==> src/rtl/stq_pkg.sv <==
// stq_pkg: shared constants, codes and item types for the sorted timer queue.
// No dependencies; used by every module under rtl/.
`timescale 1ns / 1ps
package stq_pkg;

  localparam int NUM_TIMERS = 16;
  localparam int NUM_FIFOS  = 16;
  localparam int IDX_W      = $clog2(NUM_TIMERS);
  localparam int TID_W      = 4;
  localparam int FID_W      = 4;
  localparam int DL_W       = 32;
  localparam int ID_LIMIT   = (NUM_TIMERS < 16) ? NUM_TIMERS : 16;

  localparam logic [2:0] MODE_ALLOC = 3'd0;
  localparam logic [2:0] MODE_FREE  = 3'd1;
  localparam logic [2:0] MODE_BIND  = 3'd2;
  localparam logic [2:0] MODE_ARM   = 3'd3;
  localparam logic [2:0] MODE_TICK  = 3'd4;

  localparam logic [1:0] K_DONE   = 2'd0;
  localparam logic [1:0] K_ALLOC  = 2'd1;
  localparam logic [1:0] K_REFUSE = 2'd2;
  localparam logic [1:0] K_EXPIRE = 2'd3;

  localparam logic [1:0] ST_FREE  = 2'd0;
  localparam logic [1:0] ST_ALLOC = 2'd1;
  localparam logic [1:0] ST_RUN   = 2'd2;

  typedef struct packed {
    logic [2:0]        mode;
    logic [TID_W-1:0]  timer_id;
    logic [FID_W-1:0]  fifo_id;
    logic signed [31:0] data;
    logic [31:0]       timeout;
  } in_item_t;

  typedef struct packed {
    logic [1:0]        kind;
    logic [TID_W-1:0]  timer_id_out;
    logic [FID_W-1:0]  fifo_id_out;
    logic signed [31:0] data_out;
    logic              last;
  } out_item_t;

  typedef struct packed {
    logic             vld;
    logic [IDX_W-1:0] id;
    logic [DL_W-1:0]  dl;
  } cell_t;

  typedef struct packed {
    logic             ins;
    logic             pop;
    logic [DL_W-1:0]  key;
    logic [IDX_W-1:0] id;
  } chain_ctl_t;

endpackage

==> src/rtl/sorted_timeout_timer_queue.sv <==
// sorted_timeout_timer_queue: timer pool with command sequencer and a
// deadline-sorted cell chain. Depends on stq_pkg and stq_chain.
//
//   channel | ports                     | dir | payload
//   in      | in_valid/in_ready         | in  | in_item  (in_item_t)
//   out     | out_valid/out_ready       | out | out_item (out_item_t)
//
// One item at a time. Allocate, free, bind, arm and unknown modes load the
// result register from S_EXEC, once the output slot is free after accept.
// A tick pops the expired timers from the head of the cell chain, one pop per
// cycle while the output slot is free. Arm inserts into the chain.
// Reset (rst_n, synchronous) clears tick count, timer status and queue.
// A stalled result holds the sequencer in place until out_ready.
`timescale 1ns / 1ps
module sorted_timeout_timer_queue
  import stq_pkg::*;
(
  input  logic      clk,
  input  logic      rst_n,
  input  logic      in_valid,
  output logic      in_ready,
  input  in_item_t  in_item,
  output logic      out_valid,
  input  logic      out_ready,
  output out_item_t out_item
);

  typedef enum logic [1:0] {S_IDLE, S_EXEC, S_POP} state_t;

  state_t           state_r;
  in_item_t         cmd_r;
  logic [DL_W-1:0]  tick_r;
  logic [1:0]       status_r [NUM_TIMERS];
  logic [FID_W-1:0] fifo_r   [NUM_TIMERS];
  logic [31:0]      data_r   [NUM_TIMERS];
  logic             out_valid_r;
  out_item_t        out_item_r;
  out_item_t        out_item_nxt;
  logic             load_out;

  chain_ctl_t       ctl;
  cell_t            head, second;
  logic             slot_free, head_exp, next_exp;
  logic             tid_ok, fid_ok, op_ok;
  logic [IDX_W-1:0] tid_idx;
  logic [1:0]       tid_status;
  logic             alloc_found;
  logic [IDX_W-1:0] alloc_idx;
  out_item_t        exec_res, exp_res;

  assign in_ready  = (state_r == S_IDLE);
  assign slot_free = !out_valid_r || out_ready;
  assign head_exp  = head.vld && (head.dl <= tick_r);
  assign next_exp  = second.vld && (second.dl <= tick_r);

  assign tid_ok     = int'(cmd_r.timer_id) < NUM_TIMERS;
  assign fid_ok     = int'(cmd_r.fifo_id) < NUM_FIFOS;
  assign tid_idx    = IDX_W'(cmd_r.timer_id);
  assign tid_status = status_r[tid_idx];

  always_comb begin
    alloc_found = 1'b0;
    alloc_idx   = '0;
    for (int i = ID_LIMIT-1; i >= 0; i--) begin
      if (status_r[i] == ST_FREE) begin
        alloc_found = 1'b1;
        alloc_idx   = IDX_W'(i);
      end
    end
  end

  // an allocated timer is never in the queue, so an arm always finds room
  always_comb begin
    exec_res      = '0;
    exec_res.last = 1'b1;
    op_ok         = 1'b0;
    case (cmd_r.mode)
      MODE_ALLOC: begin
        op_ok = alloc_found;
        if (alloc_found) begin
          exec_res.kind         = K_ALLOC;
          exec_res.timer_id_out = TID_W'(alloc_idx);
        end else begin
          exec_res.kind = K_REFUSE;
        end
      end
      MODE_FREE: begin
        op_ok = tid_ok && (tid_status != ST_RUN);
        exec_res.kind = op_ok ? K_DONE : K_REFUSE;
      end
      MODE_BIND: begin
        op_ok = tid_ok && fid_ok;
        exec_res.kind = op_ok ? K_DONE : K_REFUSE;
      end
      MODE_ARM: begin
        op_ok = tid_ok && (tid_status == ST_ALLOC);
        exec_res.kind = op_ok ? K_DONE : K_REFUSE;
      end
      default: begin
        exec_res.kind = K_DONE;
      end
    endcase
  end

  always_comb begin
    exp_res              = '0;
    exp_res.kind         = K_EXPIRE;
    exp_res.timer_id_out = TID_W'(head.id);
    exp_res.fifo_id_out  = fifo_r[head.id];
    exp_res.data_out     = data_r[head.id];
    exp_res.last         = !next_exp;
  end

  assign load_out = slot_free && ((state_r == S_EXEC) || (state_r == S_POP));

  always_comb begin
    out_item_nxt = exec_res;
    if (state_r == S_POP) begin
      if (head_exp) begin
        out_item_nxt = exp_res;
      end else begin
        out_item_nxt      = '0;
        out_item_nxt.kind = K_DONE;
        out_item_nxt.last = 1'b1;
      end
    end
  end

  always_comb begin
    ctl     = '0;
    ctl.key = tick_r + cmd_r.timeout;
    ctl.id  = tid_idx;
    ctl.ins = (state_r == S_EXEC) && slot_free && (cmd_r.mode == MODE_ARM) && op_ok;
    ctl.pop = (state_r == S_POP) && slot_free && head_exp;
  end

  stq_chain u_chain (
    .clk    (clk),
    .rst_n  (rst_n),
    .ctl    (ctl),
    .head   (head),
    .second (second)
  );

  always_ff @(posedge clk) begin
    if (!rst_n) begin
      state_r     <= S_IDLE;
      out_valid_r <= 1'b0;
      tick_r      <= '0;
      for (int i = 0; i < NUM_TIMERS; i++) begin
        status_r[i] <= ST_FREE;
      end
    end else begin
      if (load_out) begin
        out_valid_r <= 1'b1;
        out_item_r  <= out_item_nxt;
      end else if (out_ready) begin
        out_valid_r <= 1'b0;
      end
      case (state_r)
        S_IDLE: begin
          if (in_valid) begin
            cmd_r <= in_item;
            if (in_item.mode == MODE_TICK) begin
              tick_r  <= tick_r + 1'b1;
              state_r <= S_POP;
            end else begin
              state_r <= S_EXEC;
            end
          end
        end
        S_EXEC: begin
          if (slot_free) begin
            state_r <= S_IDLE;
            if (op_ok) begin
              case (cmd_r.mode)
                MODE_ALLOC: status_r[alloc_idx] <= ST_ALLOC;
                MODE_FREE:  status_r[tid_idx]   <= ST_FREE;
                MODE_BIND: begin
                  fifo_r[tid_idx] <= cmd_r.fifo_id;
                  data_r[tid_idx] <= cmd_r.data;
                end
                MODE_ARM:   status_r[tid_idx]   <= ST_RUN;
                default: ;
              endcase
            end
          end
        end
        S_POP: begin
          if (slot_free) begin
            if (head_exp) begin
              status_r[head.id] <= ST_ALLOC;
              if (!next_exp) begin
                state_r <= S_IDLE;
              end
            end else begin
              state_r <= S_IDLE;
            end
          end
        end
        default: state_r <= S_IDLE;
      endcase
    end
  end

  assign out_valid = out_valid_r;
  assign out_item  = out_item_r;

endmodule

==> src/rtl/stq_cell.sv <==
// stq_cell: one slot of the deadline-sorted queue; shifts toward the tail on
// insert and toward the head on pop. Depends on stq_pkg.
`timescale 1ns / 1ps
module stq_cell
  import stq_pkg::*;
(
  input  logic       clk,
  input  logic       rst_n,
  input  chain_ctl_t ctl,
  input  cell_t      prev_cell,
  input  logic       prev_after,
  input  cell_t      next_cell,
  output cell_t      own_cell,
  output logic       after
);

  logic             vld_r, vld_nxt;
  logic [IDX_W-1:0] id_r, id_nxt;
  logic [DL_W-1:0]  dl_r, dl_nxt;

  always_comb begin
    after   = !vld_r || (ctl.key <= dl_r);
    vld_nxt = vld_r;
    id_nxt  = id_r;
    dl_nxt  = dl_r;
    if (ctl.ins) begin
      if (after && prev_after) begin
        vld_nxt = prev_cell.vld;
        id_nxt  = prev_cell.id;
        dl_nxt  = prev_cell.dl;
      end else if (after) begin
        vld_nxt = 1'b1;
        id_nxt  = ctl.id;
        dl_nxt  = ctl.key;
      end
    end else if (ctl.pop) begin
      vld_nxt = next_cell.vld;
      id_nxt  = next_cell.id;
      dl_nxt  = next_cell.dl;
    end
  end

  always_ff @(posedge clk) begin
    if (!rst_n) begin
      vld_r <= 1'b0;
    end else begin
      vld_r <= vld_nxt;
    end
  end

  always_ff @(posedge clk) begin
    id_r <= id_nxt;
    dl_r <= dl_nxt;
  end

  assign own_cell = '{vld: vld_r, id: id_r, dl: dl_r};

endmodule

==> src/rtl/stq_chain.sv <==
// stq_chain: row of stq_cell slots forming the sorted run queue, head at 0.
// Depends on stq_pkg and stq_cell.
`timescale 1ns / 1ps
module stq_chain
  import stq_pkg::*;
(
  input  logic       clk,
  input  logic       rst_n,
  input  chain_ctl_t ctl,
  output cell_t      head,
  output cell_t      second
);

  cell_t                 cells     [NUM_TIMERS];
  logic                  afters    [NUM_TIMERS];
  cell_t                 prev_c    [NUM_TIMERS];
  logic                  prev_a    [NUM_TIMERS];
  cell_t                 next_c    [NUM_TIMERS];
  logic [NUM_TIMERS-1:0] vld_vec;

  always_comb begin
    for (int i = 0; i < NUM_TIMERS; i++) begin
      prev_c[i]  = (i == 0) ? '0 : cells[(i == 0) ? 0 : i-1];
      prev_a[i]  = (i == 0) ? 1'b0 : afters[(i == 0) ? 0 : i-1];
      next_c[i]  = (i == NUM_TIMERS-1) ? '0 : cells[(i == NUM_TIMERS-1) ? i : i+1];
      vld_vec[i] = cells[i].vld;
    end
  end

  for (genvar g = 0; g < NUM_TIMERS; g++) begin : g_cell
    stq_cell u_cell (
      .clk        (clk),
      .rst_n      (rst_n),
      .ctl        (ctl),
      .prev_cell  (prev_c[g]),
      .prev_after (prev_a[g]),
      .next_cell  (next_c[g]),
      .own_cell   (cells[g]),
      .after      (afters[g])
    );
  end

  assign head   = cells[0];
  assign second = cells[1];

  a_no_ins_pop: assert property (@(posedge clk) disable iff (!rst_n)
    !(ctl.ins && ctl.pop))
    else $error("insert and pop in same cycle");

  a_vld_packed: assert property (@(posedge clk) disable iff (!rst_n)
    ((vld_vec & (vld_vec + 1'b1)) == '0))
    else $error("queue valid bits not packed at head");

  a_pop_nonempty: assert property (@(posedge clk) disable iff (!rst_n)
    ctl.pop |-> cells[0].vld)
    else $error("pop from empty queue");

  a_ins_not_full: assert property (@(posedge clk) disable iff (!rst_n)
    ctl.ins |-> !cells[NUM_TIMERS-1].vld)
    else $error("insert into full queue");

endmodule

==> config.mk <==
export PLATFORM = sky130hd
export DESIGN_NAME = sorted_timeout_timer_queue
export DESIGN_NICKNAME = d
export VERILOG_FILES = /design/src/rtl/stq_pkg.sv /design/src/rtl/sorted_timeout_timer_queue.sv /design/src/rtl/stq_cell.sv /design/src/rtl/stq_chain.sv
export SDC_FILE = /design/constraint.sdc
export NUM_CORES = 2
export LEC_CHECK = 0
export CAP_MARGIN = 20
export CORE_MARGIN = 2
export CORE_UTILIZATION = 55
export CTS_CLUSTER_SIZE = 12
export DETAILED_ROUTE_END_ITERATION = 10
export DONT_BUFFER_PORTS = 1
export PLACE_DENSITY = 0.68
export SLEW_MARGIN = 10
export SYNTH_ARGS = -nofsm -noshare
export SYNTH_HDL_FRONTEND = slang
export SYNTH_HIERARCHICAL = 1
export SYNTH_SLANG_ARGS = --single-unit
==> constraint.sdc <==
create_clock -name clk -period 14.4 [get_ports clk]
set_clock_uncertainty 0.1 [all_clocks]
set_input_delay 0.72 -clock clk [delete_from_list [all_inputs] [get_ports clk]]
set_output_delay 0.72 -clock clk [all_outputs]
set_load 0.02 [all_outputs]
After elaboration in Yosys (flattened, before gate mapping)
Memory sizes are Yosys's and may differ from the RTL's. A register that Yosys moved wholly into a read port is not among the register bits.
Cells that the tools add are included.

storage, ports and cells
  word-level logic and storage cells = 498
  memories kept = 3
  register bits = 745
  input port bits = 79
  memory bits (writable) = 608

cells by class
  bitwise operators = 1
  reductions and logical operators = 103
  $add $sub $neg = 2
  equal/unequal tests = 28
  magnitude comparators = 18
  muxes and demuxes = 282

memory list
  name      depth  bits a word  rd ports  clocked after memory_dff  write ports  RTL line                          RTL
  data_r    16     32           1         1                         1            sorted_timeout_timer_queue.sv:35  logic [31:0] data_r [NUM_TIMERS];
  fifo_r    16     4            1         1                         1            sorted_timeout_timer_queue.sv:34  logic [FID_W-1:0] fifo_r [NUM_TIMERS];
  status_r  16     2            17        1                         16           sorted_timeout_timer_queue.sv:33  logic [1:0] status_r [NUM_TIMERS];

operators with widths
  cell                                                   number
  2-to-1 mux 32 bit                                      63
  <= comparator 32 bit                                   18
  2-to-1 mux 4 bit                                       87
  2-to-1 mux 1 bit                                       114
  2-to-1 mux 43 bit                                      2
  inequality test 3 x 1 -> 1 bit, second input constant  15
  AND reduction 2 bit                                    18
  zero test 2 bit                                        17
  adder 32 x 1 -> 32 bit, second input constant          1
  adder 32 bit                                           1
  2-to-1 mux 2 bit                                       13
  logical AND 1 bit                                      23
  zero test 1 bit                                        18
  logical OR 1 bit                                       18
  case mux 2 bit (3 select lines)                        2
  inequality test 2 bit, second input constant           4
  == test 3 x 2 -> 1 bit, second input constant          2
  AND reduction 3 bit                                    2
  OR reduction 2 bit                                     3
  == test 2 x 1 -> 1 bit, second input constant          2
  case mux 1 bit (4 select lines)                        1
  AND reduction 4 bit                                    1
  nonzero test 2 bit                                     2
  == test 3 x 1 -> 1 bit, second input constant          1
  6 further kinds                                        6

Logic depth before layout (Yosys ltp)
An unclocked memory read counts as a cell.

  depth after elaboration = 28
  depth in mapped cells = 26
  mapped depth without buffers = 23

By module
Netlist, hierarchy kept.

by module, submodules not included
  module                                   instances  cells an instance  area an instance (µm²)
  stq_cell (u_chain.g_cell[0].u_cell ...)  11         330                2937.8
  sorted_timeout_timer_queue               1          1789               32279.7
  stq_cell (u_chain.g_cell[5].u_cell ...)  5          342                3161.8
  stq_chain                                1          1                  3.8

Worst setup path before layout
OpenSTA, ideal clock, no wires.

  kind = register to register
  start point = reg cmd_r[2] (netlist bit)
  end point = reg u_chain.g_cell[0].u_cell.dl_r[0], enable pin
  slack = 4.046 ns
  library setup time = 0.429 ns
  required time = 13.871 ns
  arrival time = 9.825 ns
  stages on the path, launching flop included = 18
  cells stage by stage = edfxtp_1 -> ha_1 -> o21ai_0 -> o21ai_0 -> a31oi_1 -> o31ai_1 -> o21ai_0 -> a21oi_1 -> o21ai_0 -> o311ai_0 -> ha_1 -> nand4_1 -> or4_4 -> o41a_1 -> nand2_1 -> a21oi_1 -> buf_2 -> nor2_1

RTL lines
  item                    RTL line                           RTL
  from (decl)             sorted_timeout_timer_queue.sv:31   in_item_t cmd_r;
  from (signal assigned)  sorted_timeout_timer_queue.sv:163  cmd_r <= in_item;
  to (signal assigned)    stq_cell.sv:53                     dl_r <= dl_nxt;
  to (decl)               stq_cell.sv:19                     logic [DL_W-1:0] dl_r, dl_nxt;

==> flow_summary.toml <==
[status]
outcome = "finished, violations left"
violations = "max-slew violations"

[floorplan]
initial_core_util_pct = 55.3
dieArea_mm2 = 0.149
ios = 124
fp.dieW_um = 386
rows = 140
die_h_um = 386
core_area_mm2 = 0.145

[drt]
routed_via_density = 6.64
vias = 61355
route.final.wire_length_um = 250000
drc = 0
wl_per_cell_um = 27.1
drt_iter0_drc = 7605
postRouteAntennaNets = 0
dr.pass1.iters = 9

[sta]
tightest_slew_ns = 1.90
fmax_mhz = 128
timing.hold.ws_ns = 0.0599
max-slew-margin-rel_pct = -26.3
setup_violations = 0
tns_ns = 0
finalCritPeriodShare_pct = 54.1
drv_slew = 38
fin_crit_ns = 7.80
hold_viol_final = 0
rsz0062_at_grt = "no"

[logic_synthesis]
syn_area_mm2 = 0.0804
avgSynthCellArea_um2 = 11.3
yosys_warnings = 6
synthCells = 7129

[final_layout]
fin_area_mm2 = 0.0886
area_delta_synth_final_pct = 10.2
final_nets = 7914
final_layout_size_suffix_gt1_share_pct = 11.9
final_common_cell = "edfxtp_1"
most-common-layout-cells = "edfxtp_1 (1302), inv_1 (988), ha_1 (610)"

[placed_design]
place_area_mm2 = 0.0830
port_buffers = 0
dpl.hpwl_um = 164000
gp_routability_congestion = 0.972

[cts]
worst_skew_pair.late_latency_ns = 0.83
cts.sinks = 1357
cts_made_buffers = 150
cts.clk_slew.worst_paths_ns = 0.06
cts_root_buffer = "clkbuf_16"
tritoncts = "built"
htreeDepth = 4
clk_path_buf_depth = 3

[flow_run]
drv_cap = 0

[grt]
gr-total-overflow = 0
antenna_found_initial = 4
grt_pass1_wl_um = 374000
grt_start_max_net_pins = 232
grt_pass1_vias = 60316
track_usage_pct = 33.2

[setup_path]
slowest_stage = "o31a_2"
cp-start-kind = "register"
cp_top_family = "compound AO/OA/AOI/OAI gates"
cpMostUsedCell = "buf_4"
max_stage_delay_ns = 0.90
crit_type = "reg2reg"
worst-path-max-fanout = 38
critPathBufInv = 5
arrival_ns = 8.32
end_kind = "register"
required_ns = 14.92
critical_path.cell_chain = "ha_1 > o21ai_0 > o21ai_0 > a31oi_1 > o31ai_1 > o21ai_0 > a21oi_1 > or3_1 > o31a_1 > xor2_4 > buf_4 > buf_4 > ha_1 > nand4_2 > or4_4 > nor3b_2 > o31a_2 > nor2_2 > buf_4 > clkinv_1 > buf_4 > o31ai_1 > a31oi_1"

[power]
power_density_mw_per_mm2 = 97.8
ir_drop_uv = 107
leakagePower_uw = 0.0338

[min_path]
min_path_type = "in2reg"
==> what timing repair did <==
item,4_1_cts,5_1_grt
hold buffers,78,0
gates resized for setup,0,0
buffers inserted,0,0
hold endpoints to repair,120,0
==> worst register-to-register path, stage by stage, from the launching register on <==
cell and delay [ns]:
dfxtp_1 0.45, ha_1 0.34, o21ai_0 0.16, o21ai_0 0.13
a31oi_1 0.45, o31ai_1 0.20, o21ai_0 0.49, a21oi_1 0.17
or3_1 0.46, o31a_1 0.33, xor2_4 0.13, buf_4 0.35
buf_4 0.45, ha_1 0.24, nand4_2 0.18, or4_4 0.57
nor3b_2 0.27, o31a_2 0.90, nor2_2 0.03, buf_4 0.29
clkinv_1 0.08, buf_4 0.44, o31ai_1 0.21, a31oi_1 0.21
==> per-layer routing <==
| metal | vias up | part of all wire (%) | track usage (%) |
|---|---|---|---|
| met5 | - | 0.0052 | 0 |
| li1 | 27113 | - | - |
| met3 | 779 | 9.4 | 6.71 |
| met2 | 3361 | 48 | 54.8 |
| met1 | 30100 | 37 | 41.5 |
| met4 | 2 | 5.5 | 16.8 |
==> cell type report <==
class | count | area [um2]
diodes | 2 | 5.00
clock buffers | 183 | 3990
multi-input cells | 4464 | 35300
inverters | 997 | 3740
repair buffers | 253 | 2180
flip-flops and latches | 1357 | 40200
well taps | 1917 | 2400
clock inverters | 65 | 818
fillers | 11425 | 56800
==> final timing paths <==
kind,endpoint,cells after the start,startpoint,slack [ns]
setup reg to reg,u_chain/g_cell[9].u_cell/dl_r[2],23,tick_r[2],6.60
hold reg to reg,state_r[1],2,state_r[1],0.39
setup / recovery,u_chain/g_cell[9].u_cell/dl_r[2],23,tick_r[2],6.60
hold / removal,u_chain/g_cell[5].u_cell/vld_r,2,rst_n,0.06
==> stage by stage <==
step	total power [uW]	setup WS (ns)	utilization, %	std cells
global route	8890	6.16	60.9	9237
global placement	4870	6.91	57.0	8905
detailed placement	4890	6.83	57.1	8908
floorplan	4720	4.05	-	7205
finish	8660	6.60	60.9	9238
CTS	8700	6.81	60.9	9234
==> registers in the layout (all words and copies together), names as in the netlist, named ones only <==
register	count
status_r	32
fifo_r	64
tick_r	32
tid_idx	4
data_r	512
state_r	2
cmd_r	71
u_chain/g_cell.u_cell/dl_r	512
u_chain/g_cell.u_cell/vld_r	16
out_valid	1
out_item	43
u_chain/g_cell.u_cell/id_r	64
==> where the power goes <==
part	total [uW]	switching, uW	leakage [uW]	internal (uW)
registers	4390	49.9	0.0122	4340
clock network	3820	1690	0.00233	2130
logic	456	299	0.0193	157
No activity file was read; power rests on OpenSTA's default activity.
